`src/rtl/ils_pkg.sv`:
```
// Shared types and codes for the indexed list store.
package ils_pkg;

  localparam int TYPE_W   = 3;
  localparam int POS_W    = 5;
  localparam int VALUE_W  = 32;
  localparam int STATUS_W = 2;
  localparam int COUNT_W  = 5;
  localparam int TOTAL_W  = 36;

  // Request codes
  localparam logic [TYPE_W-1:0] OP_APPEND  = 3'd0;
  localparam logic [TYPE_W-1:0] OP_INSERT  = 3'd1;
  localparam logic [TYPE_W-1:0] OP_REMOVE  = 3'd2;
  localparam logic [TYPE_W-1:0] OP_READ    = 3'd3;
  localparam logic [TYPE_W-1:0] OP_REVERSE = 3'd4;

  // Status codes
  localparam logic [STATUS_W-1:0] ST_OK    = 2'd0;
  localparam logic [STATUS_W-1:0] ST_RANGE = 2'd1;
  localparam logic [STATUS_W-1:0] ST_FULL  = 2'd2;

  typedef struct packed {
    logic [TYPE_W-1:0]         req_type;
    logic [POS_W-1:0]          position;
    logic signed [VALUE_W-1:0] entry_value;
  } ils_req_t;

  typedef struct packed {
    logic signed [VALUE_W-1:0] read_data;
    logic [STATUS_W-1:0]       status;
    logic [COUNT_W-1:0]        entry_count;
    logic signed [TOTAL_W-1:0] total;
    logic signed [VALUE_W-1:0] largest;
  } ils_rsp_t;

  // Command broadcast to every cell of the chain
  typedef enum logic [2:0] {
    CMD_HOLD      = 3'd0,
    CMD_INSERT    = 3'd1,
    CMD_REMOVE    = 3'd2,
    CMD_LOAD_READ = 3'd3,
    CMD_LOAD_MAX  = 3'd4,
    CMD_SWEEP     = 3'd5,
    CMD_PUSH      = 3'd6,
    CMD_COPY      = 3'd7
  } cell_cmd_t;

  typedef struct packed {
    cell_cmd_t                 cmd;
    logic signed [VALUE_W-1:0] value;
  } cell_ctl_t;

  // Where a cell stands relative to the request position and the fill level
  typedef struct packed {
    logic at_pos;
    logic above_pos;
    logic held;
  } cell_flags_t;

endpackage

```
`src/rtl/ils_cell.sv`:
```
// One list cell: stored entry plus a scan lane for reads, maximum and reversal.
module ils_cell (
  input  logic                               clk,
  input  logic                               rst_n,
  input  ils_pkg::cell_ctl_t                 ctl,
  input  ils_pkg::cell_flags_t               flags,
  input  logic signed [ils_pkg::VALUE_W-1:0] left_entry,
  input  logic signed [ils_pkg::VALUE_W-1:0] right_entry,
  input  logic signed [ils_pkg::VALUE_W-1:0] left_aux,
  input  logic signed [ils_pkg::VALUE_W-1:0] right_aux,
  input  logic                               right_vld,
  output logic signed [ils_pkg::VALUE_W-1:0] entry,
  output logic signed [ils_pkg::VALUE_W-1:0] aux,
  output logic                               vld
);
  import ils_pkg::*;

  logic signed [VALUE_W-1:0] entry_r, entry_nxt;
  logic signed [VALUE_W-1:0] aux_r, aux_nxt;
  logic                      vld_r, vld_nxt;

  always_comb begin
    entry_nxt = entry_r;
    aux_nxt   = aux_r;
    vld_nxt   = vld_r;
    case (ctl.cmd)
      CMD_HOLD: begin
      end
      CMD_INSERT: begin
        if (flags.above_pos) begin
          entry_nxt = left_entry;
        end else if (flags.at_pos) begin
          entry_nxt = ctl.value;
        end
      end
      CMD_REMOVE: begin
        if (flags.at_pos || flags.above_pos) begin
          entry_nxt = right_entry;
        end
      end
      CMD_LOAD_READ: begin
        aux_nxt = entry_r;
        vld_nxt = flags.at_pos & flags.held;
      end
      CMD_LOAD_MAX: begin
        aux_nxt = entry_r;
        vld_nxt = flags.held;
      end
      CMD_SWEEP: begin
        // pull the better candidate down from the right neighbour
        if (right_vld && (!vld_r || (right_aux > aux_r))) begin
          aux_nxt = right_aux;
        end
        vld_nxt = vld_r | right_vld;
      end
      CMD_PUSH: begin
        entry_nxt = right_entry;
        aux_nxt   = left_aux;
      end
      CMD_COPY: begin
        entry_nxt = aux_r;
      end
      default: begin
      end
    endcase
  end

  always_ff @(posedge clk) begin
    entry_r <= entry_nxt;
    aux_r   <= aux_nxt;
    if (!rst_n) begin
      vld_r <= 1'b0;
    end else begin
      vld_r <= vld_nxt;
    end
  end

  assign entry = entry_r;
  assign aux   = aux_r;
  assign vld   = vld_r;

endmodule

```
`src/rtl/indexed_list_store_top.sv`:
```
// Top level of the indexed list store: request sequencer, cell chain and result register.
//
// Usage
//   in_valid/in_ready/in_word carry one request word: append, insert, remove,
//   read or reverse. out_valid/out_ready/out_word return exactly one result
//   word per request: read value, status, entry count, running total and the
//   largest held entry (zero when empty).
//   Requests are worked one at a time; in_ready is high whenever the
//   sequencer is idle, even while the previous result still waits in the
//   output register.
//   A new request is taken only once its predecessor's result has been loaded
//   into the output register. In the scan lane of the cell chain, a read
//   value and the largest entry both travel to cell 0 one cell per cycle.
//   After reset the list is empty, the total is zero and no result is
//   pending. When the receiver stalls, the finished result is held in the
//   output register and the sequencer waits before loading the next one.
module indexed_list_store_top #(
  parameter int CAPACITY = 16
) (
  input  logic              clk,
  input  logic              rst_n,
  input  logic              in_valid,
  output logic              in_ready,
  input  ils_pkg::ils_req_t in_word,
  output logic              out_valid,
  input  logic              out_ready,
  output ils_pkg::ils_rsp_t out_word
);
  import ils_pkg::*;

  localparam int CW   = $clog2(CAPACITY + 1);
  localparam int CMPW = (CW > POS_W) ? CW : POS_W;

  typedef enum logic [8:0] {
    S_IDLE   = 9'b000000001,
    S_RLOAD  = 9'b000000010,
    S_RSWEEP = 9'b000000100,
    S_EXEC   = 9'b000001000,
    S_PUSH   = 9'b000010000,
    S_COPY   = 9'b000100000,
    S_MLOAD  = 9'b001000000,
    S_MSWEEP = 9'b010000000,
    S_DONE   = 9'b100000000
  } state_t;

  state_t                    state_r, state_nxt;
  logic [CW-1:0]             count_r, count_nxt;
  logic [CW-1:0]             cnt_r, cnt_nxt;
  logic [CW-1:0]             pos_r, pos_nxt;
  logic [TYPE_W-1:0]         op_r, op_nxt;
  logic signed [VALUE_W-1:0] val_r, val_nxt;
  logic [STATUS_W-1:0]       status_r, status_nxt;
  logic signed [VALUE_W-1:0] rd_r, rd_nxt;
  logic signed [TOTAL_W-1:0] total_r, total_nxt;
  logic                      out_valid_r, out_valid_nxt;
  ils_rsp_t                  out_word_r, out_word_nxt;

  cell_ctl_t                 ctl;
  logic signed [VALUE_W-1:0] entry_w [CAPACITY];
  logic signed [VALUE_W-1:0] aux_w   [CAPACITY];
  logic                      vld_w   [CAPACITY];

  logic [CMPW-1:0] pos_ext, cnt_ext;
  logic            full;

  assign in_ready  = (state_r == S_IDLE);
  assign out_valid = out_valid_r;
  assign out_word  = out_word_r;

  assign pos_ext = CMPW'(in_word.position);
  assign cnt_ext = CMPW'(count_r);
  assign full    = (count_r == CW'(CAPACITY));

  // Sequencer
  always_comb begin
    state_nxt     = state_r;
    count_nxt     = count_r;
    cnt_nxt       = cnt_r;
    pos_nxt       = pos_r;
    op_nxt        = op_r;
    val_nxt       = val_r;
    status_nxt    = status_r;
    rd_nxt        = rd_r;
    total_nxt     = total_r;
    out_word_nxt  = out_word_r;
    out_valid_nxt = out_valid_r & ~out_ready;
    ctl.cmd       = CMD_HOLD;
    ctl.value     = val_r;

    case (state_r)
      S_IDLE: begin
        if (in_valid) begin
          op_nxt     = in_word.req_type;
          val_nxt    = in_word.entry_value;
          status_nxt = ST_OK;
          rd_nxt     = '0;
          pos_nxt    = CW'(in_word.position);
          state_nxt  = S_DONE;
          case (in_word.req_type)
            OP_APPEND: begin
              pos_nxt = count_r;
              if (full) begin
                status_nxt = ST_FULL;
              end else begin
                state_nxt = S_EXEC;
              end
            end
            OP_INSERT: begin
              // position check ranks before the full check
              if (pos_ext > cnt_ext) begin
                status_nxt = ST_RANGE;
              end else if (full) begin
                status_nxt = ST_FULL;
              end else begin
                state_nxt = S_EXEC;
              end
            end
            OP_REMOVE, OP_READ: begin
              if (pos_ext >= cnt_ext) begin
                status_nxt = ST_RANGE;
              end else begin
                state_nxt = S_RLOAD;
              end
            end
            OP_REVERSE: begin
              if (count_r >= CW'(2)) begin
                cnt_nxt   = count_r - CW'(1);
                state_nxt = S_PUSH;
              end
            end
            default: begin
            end
          endcase
        end
      end
      S_RLOAD: begin
        ctl.cmd   = CMD_LOAD_READ;
        cnt_nxt   = CW'(CAPACITY - 1);
        state_nxt = S_RSWEEP;
      end
      S_RSWEEP: begin
        ctl.cmd = CMD_SWEEP;
        if (cnt_r == '0) begin
          state_nxt = S_EXEC;
        end else begin
          cnt_nxt = cnt_r - CW'(1);
        end
      end
      S_EXEC: begin
        state_nxt = S_MLOAD;
        if ((op_r == OP_APPEND) || (op_r == OP_INSERT)) begin
          ctl.cmd   = CMD_INSERT;
          count_nxt = count_r + CW'(1);
          total_nxt = total_r + TOTAL_W'(val_r);
        end else if (op_r == OP_REMOVE) begin
          // cell 0's scan lane holds the entry being dropped
          ctl.cmd   = CMD_REMOVE;
          count_nxt = count_r - CW'(1);
          total_nxt = total_r - TOTAL_W'(aux_w[0]);
        end else begin
          rd_nxt = aux_w[0];
        end
      end
      S_PUSH: begin
        ctl.cmd = CMD_PUSH;
        if (cnt_r == '0) begin
          state_nxt = S_COPY;
        end else begin
          cnt_nxt = cnt_r - CW'(1);
        end
      end
      S_COPY: begin
        ctl.cmd   = CMD_COPY;
        state_nxt = S_MLOAD;
      end
      S_MLOAD: begin
        ctl.cmd   = CMD_LOAD_MAX;
        cnt_nxt   = CW'(CAPACITY - 1);
        state_nxt = S_MSWEEP;
      end
      S_MSWEEP: begin
        ctl.cmd = CMD_SWEEP;
        if (cnt_r == '0) begin
          state_nxt = S_DONE;
        end else begin
          cnt_nxt = cnt_r - CW'(1);
        end
      end
      S_DONE: begin
        // hold until the output register is free
        if (!out_valid_r || out_ready) begin
          out_word_nxt.read_data   = rd_r;
          out_word_nxt.status      = status_r;
          out_word_nxt.entry_count = COUNT_W'(count_r);
          out_word_nxt.total       = total_r;
          out_word_nxt.largest     = vld_w[0] ? aux_w[0] : '0;
          out_valid_nxt            = 1'b1;
          state_nxt                = S_IDLE;
        end
      end
      default: begin
        state_nxt = S_IDLE;
      end
    endcase
  end

  always_ff @(posedge clk) begin
    if (!rst_n) begin
      state_r     <= S_IDLE;
      count_r     <= '0;
      total_r     <= '0;
      out_valid_r <= 1'b0;
    end else begin
      state_r     <= state_nxt;
      count_r     <= count_nxt;
      total_r     <= total_nxt;
      out_valid_r <= out_valid_nxt;
    end
    cnt_r      <= cnt_nxt;
    pos_r      <= pos_nxt;
    op_r       <= op_nxt;
    val_r      <= val_nxt;
    status_r   <= status_nxt;
    rd_r       <= rd_nxt;
    out_word_r <= out_word_nxt;
  end

  // Cell chain: cell 0 is the head of the list
  for (genvar i = 0; i < CAPACITY; i++) begin : g_cell
    localparam logic [CW-1:0] IDX = CW'(i);
    cell_flags_t               flags;
    logic signed [VALUE_W-1:0] left_entry, right_entry, left_aux, right_aux;
    logic                      right_vld;

    assign flags.at_pos    = (IDX == pos_r);
    assign flags.above_pos = (IDX > pos_r);
    assign flags.held      = (IDX < count_r);

    if (i == 0) begin : g_head
      // the head pushes its own entry into the scan lane during a reverse
      assign left_entry = '0;
      assign left_aux   = entry_w[0];
    end else begin : g_body
      assign left_entry = entry_w[i-1];
      assign left_aux   = aux_w[i-1];
    end

    if (i == CAPACITY - 1) begin : g_tail
      assign right_entry = '0;
      assign right_aux   = '0;
      assign right_vld   = 1'b0;
    end else begin : g_inner
      assign right_entry = entry_w[i+1];
      assign right_aux   = aux_w[i+1];
      assign right_vld   = vld_w[i+1];
    end

    ils_cell u_cell (
      .clk         (clk),
      .rst_n       (rst_n),
      .ctl         (ctl),
      .flags       (flags),
      .left_entry  (left_entry),
      .right_entry (right_entry),
      .left_aux    (left_aux),
      .right_aux   (right_aux),
      .right_vld   (right_vld),
      .entry       (entry_w[i]),
      .aux         (aux_w[i]),
      .vld         (vld_w[i])
    );
  end

endmodule

```
`config.mk`:
```
export PLATFORM = sky130hd
export DESIGN_NAME = indexed_list_store_top
export DESIGN_NICKNAME = d
export VERILOG_FILES = /design/src/rtl/ils_pkg.sv /design/src/rtl/ils_cell.sv /design/src/rtl/indexed_list_store_top.sv
export SDC_FILE = /design/constraint.sdc
export NUM_CORES = 2
export LEC_CHECK = 0
export BUFFER_PORTS_ARGS = -buffer_cell sky130_fd_sc_hd__buf_2
export CORE_MARGIN = 2
export CORE_UTILIZATION = 50
export DETAILED_ROUTE_END_ITERATION = 8
export PLACE_DENSITY_LB_ADDON = 0.1
export SETUP_SLACK_MARGIN = 0.2
export SLEW_MARGIN = 5
export SYNTH_ARGS = -nofsm -noshare
export SYNTH_HDL_FRONTEND = slang
export SYNTH_SLANG_ARGS = --single-unit
```
`constraint.sdc`:
```
create_clock -name clk -period 6.6 [get_ports clk]
set_clock_uncertainty 0.15 [all_clocks]
set_input_delay 0.33 -clock clk [delete_from_list [all_inputs] [get_ports clk]]
set_output_delay 0.33 -clock clk [all_outputs]
set_load 0.03 [all_outputs]
```
==> results_dict.tcl <==
set metrics [dict create \
    run_status "finished clean" \
    synth_xor_area_share_pct 0.795 \
    hpwl_um 179000 \
    grt_max_degree 192 \
    drc 0 \
    wl_met2_um 117000 \
    insertion_delay_ns 0.79 \
    fin_cells 9282 \
    place.gp.congestion 0.915 \
    synthMostInstantiatedCell "edfxtp_1" \
    synth_compound_area_share_pct 20.4 \
    hold_path_class "primary input to register" \
    rows 142 \
    io_buffers 152 \
    final_nets 7724 \
    yosysWarningCount 0 \
    clock.fmax_mhz 190 \
    wl_met1_um 111000 \
    avgRoutedWirePerCell_um 27.9 \
    syn-num-nets 7770 \
    numCtsBuffers 148 \
    start_util_pct 50.2 \
    ant_nets 0 \
    netlist_area_um2 75000 \
    pwr_density_cell_nw_per_um2 238 \
    n_fill_cell 13000 \
    synth_ff_type "edfxtp_1" \
    rsz0062_at_grt "no" \
    fin_crit_sh_pct 79.8 \
    area_growth_syn_to_layout_pct 11.2 \
    min_period_ns 5.26 \
    cp.arrival_ns 5.78 \
    pin_count 153 \
    ys_top_cells_by_count "edfxtp_1, nand2_1, o21ai_0" \
    syn_avg_cell_area_um2 10.4 \
    fp.dieH_um 391 \
    crit_fanout 6 \
    cap_viol_max_count 0 \
    synth_seq_cells 1277 \
    setup_viol 0 \
    final_hold_viol_count 0 \
    track_usage_pct 33.1 \
    rr_worst_depth 17 \
    grt_pass1_wl_um 385000 \
    power.leakage_nw 33.2 \
    peakVddDrop_v 0.000287 \
    drt_iter0_markers 7445 \
    yosys.area_share.simple_pct 9.88 \
    synthTopCellsByArea "edfxtp_1, ha_1, nand2_1" \
    routed_wl_um 259000 \
    grt_overflow 0 \
    cts_resized 0 \
    ys_seq_area_share_pct 50.3 \
    synth.area.mux_share_pct 4.43 \
    grt_pass1_vias 60300 \
    cts.clk_slew.worst_paths_ns 0.06 \
    antenna_found_initial 14 \
    vias_per_cell 6.57 \
    coreArea_um2 149000 \
    cts_num_sinks 1277 \
    netlist.area_leader.share_pct 48.5 \
    slew_headroom_pct 11.0 \
    worst_pin_slew_ns 1.33 \
    synth_fa_ha_area_share_pct 8.84 \
    cts.path.max_buffers 3 \
    cp-start-kind "register" \
    crit_type "register to register" \
    slew_viol_final 0 \
    vias 61000 \
    die_w_um 391 \
    synth_top_family_by_area "compound AO/OA/AOI/OAI gates" \
    wl_met3_um 22700 \
    syn_inst 7197 \
    die_area_um2 153000 \
    drive_above_1_share_pct 8.13 \
    synthArstFlopShare_pct 0 \
    synth_edf_count 1210 \
    synth_cell_types 73 \
    firstDrtPassIters 7 \
    setup_tns_ns 0 \
    hold_depth 2 \
    dp.cells 8971 \
    h-tree-depth 4 \
    highest_layer "met5" \
    cts_tree "built" \
    crit_path_end_kind "register" \
    cts_root_buf "clkbuf_16" \
    worstPathRequired_ns 7.12 \
    yosysTopAreaCell "edfxtp_1" \
]
-- path summary, 6_finish.rpt --
path / start / to / slack [ns]
max: g_cell[0].u_cell.aux[8]$_DFFE_PP_ / total_r[32]$_SDFFE_PN0P_ / 1.34
min: in_word[7] / val_r[7]$_DFFE_PP_ / 0.11
max reg2reg: g_cell[0].u_cell.aux[8]$_DFFE_PP_ / total_r[32]$_SDFFE_PN0P_ / 1.34
min reg2reg: rd_r[11]$_SDFFCE_PN0P_ / out_word[86]$_DFFE_PP_ / 0.26
-- what timing repair did --
item,CTS,global route
hold buffers,45,0
hold endpoints to repair,76,0
setup buffers,0,0
-- critical path: stages (launching register included) --
cell and delay (ns):
edfxtp_1 0.43, nor4_1 0.48, nand2_1 0.22, nor3_1 0.17
buf_4 0.21, nand3_1 0.11, xnor2_1 0.13, o21ai_0 0.45
ha_1 0.41, o21ai_0 0.16, a21boi_0 0.13, o21ai_0 0.39
a31oi_1 0.15, o31ai_1 0.59, o31a_1 0.34, o31ai_1 0.14
and4b_1 0.22, a311o_1 0.30
-- per-stage QoR --
step / setup slack (ns) / utilization (%) / hold WS (ns) / cell area (um^2) / total power [mW]
2_1_floorplan: 1.35 / - / 0.250 / 75000 / 10.6
3_3_place_gp: 1.63 / 52.1 / 0.252 / 77900 / 11.2
3_5_place_dp: 1.62 / 52.1 / 0.255 / 77900 / 11.2
4_1_cts: 1.61 / 55.8 / 0.0603 / 83300 / 19.9
5_1_grt: 1.16 / 55.8 / 0.0910 / 83400 / 20.4
6_report: 1.34 / 55.8 / 0.106 / 83400 / 19.8
-- flip-flops by register name, indices dropped and copies added, names as in the netlist --
register / cells
op_r: 3
cnt_r: 5
out_word: 107
g_cell.u_cell.vld: 16
pos_r: 5
status_r: 2
g_cell.u_cell.entry: 512
total_r: 36
val_r: 32
state_r: 9
cnt_ext: 5
out_valid: 1
rd_r: 32
g_cell.u_cell.aux: 512
-- cell usage in the layout (no fill, tap or decap), types with 176 or more instances in the layout --
cell         n
ha_1       528
o221ai_1   420
mux2i_1    326
nand2_1   1117
inv_1      531
a22oi_1    352
o21ai_0    553
nor2_1     176
a21oi_1    350
edfxtp_1  1210
-- power by group --
part           total [mW]  leakage, nW  switching, mW  internal (mW)
clock network        8.73         2.46           3.50           5.23
registers            9.20         11.6          0.134           9.07
logic                1.91         19.1           1.20          0.711
-- layer usage --
metal  track usage [%]  vias to the layer above
li1                  -                    27200
met1              47.0                    30200
met2              50.9                     3094
met3              5.79                      511
met4              11.4                        2
met5                 0                        -
-- cells by family after synthesis --
logic type	count (synthesis)
buffers and inverters	1065
DFF	1277
adders and majority gates	529
and+or+nand+nor	1713
AOI/OAI and AO/OA	2214
muxes	331
xor gates and xnor gates	68
-- layout make-up --
class / instances / area (um^2) / area share, %
clock inverter: 75 / 945 / 1.13
antenna: 1 / 2.50 / 0.00300
clock buffer: 189 / 4090 / 4.90
inverter: 536 / 2010 / 2.41
multi-input combinational: 4855 / 33800 / 40.5
tap: 2016 / 2520 / 3.03
timing repair buffer: 333 / 2360 / 2.83
sequential: 1277 / 37700 / 45.2
Power figures use the tool's default switching activity.
